==> src/hw/rtl/pli_pkg.sv <==
// shared types and constants for the piecewise linear interpolation core
// used by pli_muldiv and piecewise_linear_interp_core; no dependencies
package pli_pkg;

  localparam int DEFAULT_TABLE_DEPTH = 256;

  localparam int DATA_W    = 32;  // Q16.16 words
  localparam int CNT_W     = 9;   // point count and search positions
  localparam int IDX_W     = 8;   // table slot of a breakpoint write
  localparam int CFG_IDX_W = 2;
  localparam int MAG_W     = 32;  // magnitude of a 33-bit difference
  localparam int PROD_W    = 2 * MAG_W;
  localparam int QUO_W     = 34;  // enough to hold the quotient limit

  // configuration register indexes
  localparam logic [CFG_IDX_W-1:0] CFG_POINT_COUNT = 2'd0;
  localparam logic [CFG_IDX_W-1:0] CFG_LEFT_VALUE  = 2'd1;
  localparam logic [CFG_IDX_W-1:0] CFG_RIGHT_VALUE = 2'd2;

  // request function codes
  localparam logic FUNC_WRITE = 1'b0;
  localparam logic FUNC_QUERY = 1'b1;

  // result region codes
  localparam logic [1:0] REGION_BELOW  = 2'd0;
  localparam logic [1:0] REGION_EXACT  = 2'd1;
  localparam logic [1:0] REGION_INTERP = 2'd2;
  localparam logic [1:0] REGION_ABOVE  = 2'd3;

  // operands for the multiply and divide unit, all magnitudes
  typedef struct packed {
    logic             start;
    logic [MAG_W-1:0] mag_a;
    logic [MAG_W-1:0] mag_b;
    logic [MAG_W-1:0] mag_d;
  } md_req_t;

  // clamped quotient, valid while done is high
  typedef struct packed {
    logic             done;
    logic [QUO_W-1:0] quo;
  } md_res_t;

endpackage

==> src/hw/rtl/pli_muldiv.sv <==
// sequential multiply then divide: (a * b) / d on unsigned magnitudes
// quotient limited to 2^33; depends on pli_pkg
module pli_muldiv (
  input  logic             clk,
  input  logic             rst_n,
  input  pli_pkg::md_req_t req,
  output pli_pkg::md_res_t res
);

  localparam int STEPS = pli_pkg::QUO_W / 2;
  localparam int CW    = $clog2(STEPS + 1);
  localparam int HI_W  = pli_pkg::PROD_W - pli_pkg::QUO_W;
  localparam logic [pli_pkg::QUO_W-1:0] QUO_LIM = {1'b1, {(pli_pkg::QUO_W-1){1'b0}}};

  typedef enum logic [4:0] {
    MD_IDLE = 5'b00001,
    MD_MUL  = 5'b00010,
    MD_INIT = 5'b00100,
    MD_RUN  = 5'b01000,
    MD_DONE = 5'b10000
  } md_state_t;

  md_state_t                   st_r, st_nxt;
  logic [pli_pkg::MAG_W-1:0]   a_r, b_r, d_r;
  logic [pli_pkg::PROD_W-1:0]  prod_r;
  logic [pli_pkg::MAG_W-1:0]   rem_r, rem_nxt;
  logic [pli_pkg::QUO_W-1:0]   dvd_r, dvd_nxt;
  logic [CW-1:0]               cnt_r, cnt_nxt;
  logic                        over_r, over_nxt;
  logic                        done_r;
  logic [pli_pkg::QUO_W-1:0]   quo_r;

  logic [pli_pkg::MAG_W-1:0]   prod_hi;
  logic [pli_pkg::MAG_W:0]     dv_ext, t1, t2, r1, r2;
  logic                        ge1, ge2;

  assign prod_hi = {{(pli_pkg::MAG_W-HI_W){1'b0}}, prod_r[pli_pkg::PROD_W-1:pli_pkg::QUO_W]};
  assign dv_ext  = {1'b0, d_r};

  // two restoring steps per cycle
  always_comb begin
    t1  = {rem_r, dvd_r[pli_pkg::QUO_W-1]};
    ge1 = (t1 >= dv_ext);
    r1  = ge1 ? (t1 - dv_ext) : t1;
    t2  = {r1[pli_pkg::MAG_W-1:0], dvd_r[pli_pkg::QUO_W-2]};
    ge2 = (t2 >= dv_ext);
    r2  = ge2 ? (t2 - dv_ext) : t2;
  end

  always_comb begin
    st_nxt   = st_r;
    rem_nxt  = rem_r;
    dvd_nxt  = dvd_r;
    cnt_nxt  = cnt_r;
    over_nxt = over_r;
    case (st_r)
      MD_IDLE: begin
        if (req.start) begin
          st_nxt = MD_MUL;
        end
      end
      MD_MUL: begin
        st_nxt = MD_INIT;
      end
      MD_INIT: begin
        // a quotient of 2^34 or more is clamped anyway
        over_nxt = (prod_hi >= d_r);
        rem_nxt  = prod_hi;
        dvd_nxt  = prod_r[pli_pkg::QUO_W-1:0];
        cnt_nxt  = CW'(STEPS);
        st_nxt   = over_nxt ? MD_DONE : MD_RUN;
      end
      MD_RUN: begin
        rem_nxt = r2[pli_pkg::MAG_W-1:0];
        dvd_nxt = {dvd_r[pli_pkg::QUO_W-3:0], ge1, ge2};
        cnt_nxt = cnt_r - 1'b1;
        if (cnt_r == CW'(1)) begin
          st_nxt = MD_DONE;
        end
      end
      MD_DONE: begin
        st_nxt = MD_IDLE;
      end
      default: begin
        st_nxt = MD_IDLE;
      end
    endcase
  end

  always_ff @(posedge clk) begin
    if (!rst_n) begin
      st_r   <= MD_IDLE;
      done_r <= 1'b0;
    end else begin
      st_r   <= st_nxt;
      done_r <= (st_r == MD_DONE);
    end
  end

  always_ff @(posedge clk) begin
    if (st_r == MD_IDLE && req.start) begin
      a_r <= req.mag_a;
      b_r <= req.mag_b;
      d_r <= req.mag_d;
    end
    prod_r <= a_r * b_r;
    rem_r  <= rem_nxt;
    dvd_r  <= dvd_nxt;
    cnt_r  <= cnt_nxt;
    over_r <= over_nxt;
    if (st_r == MD_DONE) begin
      quo_r <= (over_r || dvd_r > QUO_LIM) ? QUO_LIM : dvd_r;
    end
  end

  assign res.done = done_r;
  assign res.quo  = quo_r;

endmodule

==> config.mk <==
export PLATFORM = sky130hd
export DESIGN_NAME = pli_muldiv
export DESIGN_NICKNAME = d
export VERILOG_FILES = /design/src/hw/rtl/pli_pkg.sv /design/src/hw/rtl/pli_muldiv.sv
export SDC_FILE = /design/constraint.sdc
export NUM_CORES = 2
export LEC_CHECK = 0
export BUFFER_PORTS_ARGS = -buffer_cell sky130_fd_sc_hd__buf_4
export CAP_MARGIN = 20
export CORE_MARGIN = 2
export CORE_UTILIZATION = 60
export CTS_BUF_LIST = sky130_fd_sc_hd__clkbuf_16
export CTS_CLUSTER_SIZE = 20
export DETAILED_ROUTE_END_ITERATION = 8
export GPL_TIMING_DRIVEN = 0
export PLACE_DENSITY_LB_ADDON = 0.08
export SLEW_MARGIN = 25
export SYNTH_ARGS = -nofsm -noshare
export SYNTH_HDL_FRONTEND = slang
export SYNTH_SLANG_ARGS = --single-unit
==> constraint.sdc <==
create_clock -name clk -period 7.7 [get_ports clk]
set_input_delay 0.77 -clock clk [delete_from_list [all_inputs] [get_ports clk]]
set_output_delay 0.77 -clock clk [all_outputs]
set_load 0.1 [all_outputs]
======== Word-level counts from Yosys, hierarchy flattened ========
Cells that the tools add are included.
storage, ports and cells
  bits in registers ....................... 272
  word-level logic and storage cells ...... 40
  output and inout bits ................... 35
operators by class
  multiplexer cells ....................... 9
  eq/ne operators ......................... 8
  $add $sub $neg .......................... 3
  magnitude comparators ................... 4
  reduce and logical (&&, ||, !) cells .... 4
  multipliers ............................. 1
operator list
  cell                  number
  $pmux 34 s2           1
  $ge 33x32->1          2
  $mul 32x32->64        1
  $mux 32               2
  $pmux 32 s2           1
  $sub 32x32->32        2
  $gt 34x34->1 const B  1
  $ge 30x32->1          1
  $pmux 5 s4            1
  $mux 5                3
  $eq 5x1->1 const B    2
  $pmux 5 s2            1
  $eq 5x2->1 const B    1
  $eq 5x3->1 const B    1
  $eq 5x4->1 const B    1
  $eq 5x5->1 const B    1
  $sub 5x1->5 const B   1
  $ne 2x2->1 const B    2
  $reduce_and 2->1      1
  $reduce_bool 2->1     1
  $logic_and 1x1->1     1
  $logic_or 1x1->1      1

======== Depth between registers and ports, before layout ========
  depth after elaboration ................. 5
  depth in mapped cells ................... 28

======== Worst setup path before layout ========
No wires, ideal clock.
  path kind ............................... register to register
  start point ............................. reg a_r[13] in the netlist's numbering
  end point ............................... reg prod_r[59] in the netlist's numbering
  required time ........................... 7573 ps
  path buffers ............................ 1
  arrival time ............................ 7011 ps
  stages on the path, launching flop included .. 26
  clock period less this slack ............ 7138 ps
  slack ................................... 562 ps
  cells stage by stage .................... edfxtp_1 -> clkbuf_1 -> and2_1 -> fa_1 -> fa_1 -> fa_1 -> inv_1 -> fa_1 -> inv_1 -> fa_1 -> inv_1 -> fa_1 -> inv_1 -> fa_1 -> fa_1 -> ha_1 -> and2_1 -> and3_1 -> or2_2 -> a31o_2 -> o2111ai_1 -> nand4b_1 -> o31ai_1 -> nand2_1 -> a311oi_1 -> a211oi_1
between the ends
  word-level cells in the longest chain between the ends .. 1
RTL lines
  element                 line               RTL
  start, declared         pli_muldiv.sv:24   logic [pli_pkg::MAG_W-1:0] a_r, b_r, d_r;
  start signal, assigned  pli_muldiv.sv:102  a_r <= req.mag_a;
  $mul 32x32->64          pli_muldiv.sv:106  prod_r <= a_r * b_r;
  end signal, assigned    pli_muldiv.sv:106
  end, declared           pli_muldiv.sv:25   logic [pli_pkg::PROD_W-1:0] prod_r;
Every way passes these cells.
A chain may end at the register's enable or synchronous reset.

======== Worst setup path after layout ========
  start point ............................. reg a_r[3] in the netlist's numbering
  end point ............................... reg prod_r[59] in the netlist's numbering
Same word-level chain as after synthesis.

==> impl_metrics.tcl <==
set metrics [dict create \
    postSynthRegisterBits 272 \
    first_global_vias 37480 \
    design.portCount 134 \
    place_congestion 1.048 \
    timing.critical_path.from_type "flop" \
    timing.final.setup_violations 0 \
    run_status "finished, final reports clean" \
    tritoncts "done" \
    hp-class "input port to flop" \
    place.detailed.hpwl_um 125600 \
    floorplan.core_area_mm2 0.07734 \
    synthXorXnorAreaFrac_pct 2.041 \
    synth.lib_cells_used.distinct 77 \
    fraction_of_final_layout_cells_with_drive_strength_greater_than_1_pct 13.59 \
    cts_made_buffers 35 \
    drc 0 \
    drt-pass1-iter-count 6 \
    congestion_overflow_gr 0 \
    synth_simple_gate_area_share_pct 16.96 \
    postCtsHoldBufs 0 \
    wl_per_instance_um 24.78 \
    synth-edff-count 202 \
    die_area_mm2 0.08020 \
    fraction_of_the_mapped_netlist_area_in_compound_gates_pct 6.322 \
    route.detailed.vias_per_inst 5.770 \
    grt_antenna_before_repair 7 \
    grt_pass1_wl_um 232000 \
    synthFlopType "edfxtp_1" \
    worstSetupStartpoint "a_r[3]" \
    syn-num-nets 6244 \
    die_height_um 283.2 \
    synth-adder-area-share_pct 48.04 \
    end_kind "flop" \
    via_count 36260 \
    portion_of_synthesized_cell_area_occupied_by_the_leading_cell_type_pct 38.44 \
    clock_sinks 272 \
    nets 6561 \
    critical_path_start_end_classification "flop to flop" \
    drt_wl_total_um 155700 \
    port-buffer-count 133 \
    skew_ps 61.54 \
    synth_top_cells_by_area "fa_1 38%, edfxtp_1 13%, ha_1 9.6%, and2_1 8.6%, inv_1 7.4%" \
    asyncSetResetFlopFracSynth_pct 0 \
    layout-area-overhead-vs-synth_pct 13.87 \
    timing.fmax_mhz 130.0 \
    cts-htree-levels 2 \
    synthMuxAreaShare_pct 1.239 \
    worstReg2RegStart "a_r[3]" \
    arrival_ps 8140 \
    cts-root-buf "clkbuf_16" \
    rows 102 \
    grt.total_usage_pct 39.34 \
    largest_net_degree_at_the_start_of_global_routing 40 \
    synth_top_cells_by_count "923 x inv_1, 898 x fa_1, 652 x nand2_1, 640 x and2_1, 359 x ha_1" \
    worst_pin_slew_ps 1024 \
    hold_viol 0 \
    max_capacitance_violation_total 0 \
    insertion_delay_ps 620 \
    rsz0062_at_grt "true" \
    nFillCells 6234 \
    floorplan.initialDensity_pct 60.47 \
    final.setup.worst_slack_ps 8.623 \
    timing.critical_path.fanout_max 10 \
    max_slew_margin_pct 31.77 \
    synth_top_area_cell "fa_1" \
    synth.yosys.seq_area_share_pct 15.97 \
    detail-route-antenna-nets 0 \
    clkSlewWorstSetupHoldPaths_ps 70 \
    timing.final.crit_share_pct 99.89 \
    drtIter0Drc 3433 \
    final.min_clock_period_ps 7691 \
    fp.dieW_um 283.2 \
    syn_area_per_cell_um2 9.568 \
    synthesis.area_mm2 0.04677 \
    worstHoldStart "req[90]" \
    synth_top_family_by_area "adder cells" \
    maxSlewViolCount 0 \
    yosys_warning_count 0 \
    cp_data_required_time_ps 8150 \
    synth_most_common_cell "inv_1" \
    synthesis.instances 4888 \
    dp_worst_setup_slack_ps -1534 \
    maximum_clock_path_buffer_count 3 \
]
## final timing paths
check | cells after the start | slack [ps] | end
setup / recovery | 22 | 9 | prod_r[59]
hold / removal | 1 | 330 | a_r[26]
setup reg to reg | 22 | 9 | prod_r[59]
hold reg to reg | 2 | 500 | dvd_r[9]
## cell usage in the layout, fill, tap and decap left out, drive strengths merged, types with 18 or more instances in the layout
master	Yosys	routed
inv	923	940
fa	898	898
nand2	652	652
and2	640	640
buf	8	363
ha	359	359
edfxtp	202	202
clkbuf	236	198
a21oi	132	132
o21ai	99	99
nor2	98	98
xnor2	76	76
dfxtp	70	70
a21o	61	61
xor2	33	33
mux2	31	31
nand3	30	30
nor3	29	29
nand4	27	27
a31oi	27	27
mux2i	23	23
o211ai	22	22
o21a	21	21
o31ai	18	18
## layout make-up
cell class / count / area [um2] / area share, %
antenna: 11 / 27.53 / 0.05169
buffer: 226 / 1897 / 3.562
clock buffer: 37 / 925.9 / 1.739
clock inverter: 27 / 180.2 / 0.3383
inverter: 923 / 3465 / 6.505
multi-input combinational: 3449 / 35600 / 66.84
sequential: 272 / 7467 / 14.02
tap: 1040 / 1301 / 2.443
timing repair buffer: 298 / 2395 / 4.497
## critical path, stage by stage, from the launching register on
cell and delay, ps:
edfxtp_1 610, clkbuf_2 460, and2_1 220, fa_1 440, fa_1 530, fa_1 460
fa_1 520, fa_1 580, fa_2 460, fa_1 500, inv_1 50, fa_1 490
inv_2 50, ha_4 230, a21o_1 180, a31o_2 210, a221o_1 370, nand2_2 100
nand4b_1 230, o31ai_4 320, nand2_2 140, a311oi_2 320, a211oi_2 60
## state kept, by name (all words and copies together), names as in the netlist
register  count
rem_r        32
prod_r       64
a_r          32
d_r          32
cnt_r         5
quo_r        34
b_r          32
dvd_r        34
st_r          5
done_r        1
over_r        1
## layer usage
layer	up-vias	share of wire (%)	global-route usage (%)
met3	499	12	11.88
met1	18010	39	51.91
li1	15670	-	-
met2	2068	43	59.19
met4	6	6.5	19.87
met5	-	0.098	0
## logic make-up after synthesis
| kind of cell | after synthesis |
|---|---|
| buffers and inverters | 1167 |
| adders and majority gates | 1257 |
| muxes | 54 |
| DFF | 272 |
| AOI/OAI and AO/OA | 458 |
| and+or+nand+nor | 1571 |
| xor gates and xnor gates | 109 |
## per-stage QoR
stage / setup TNS (ps) / hold WS (ps) / instances / utilization (%) / instance area (um2)
global route: -596.2 / 314.6 / 6272 / 68.82 / 53230
floorplan: 0 / 474.4 / 4888 / - / 46770
detailed placement: -20950 / 483.2 / 6068 / 63.63 / 49210
finish: 0 / 325.8 / 6283 / 68.86 / 53260
CTS: 0 / 298.9 / 6244 / 67.94 / 52540
global placement: -57490 / 480.3 / 6061 / 63.45 / 49070
## what timing repair did
item	4_1_cts	5_1_grt
setup buffers	119	38
gates cloned	1	0
gates resized for setup	430	202
pin swaps	39	97
endpoints found under the setup margin	32	24
Power is not shown: default switching activity piles up to over one toggle a cycle in this logic, so the estimate is an artifact.
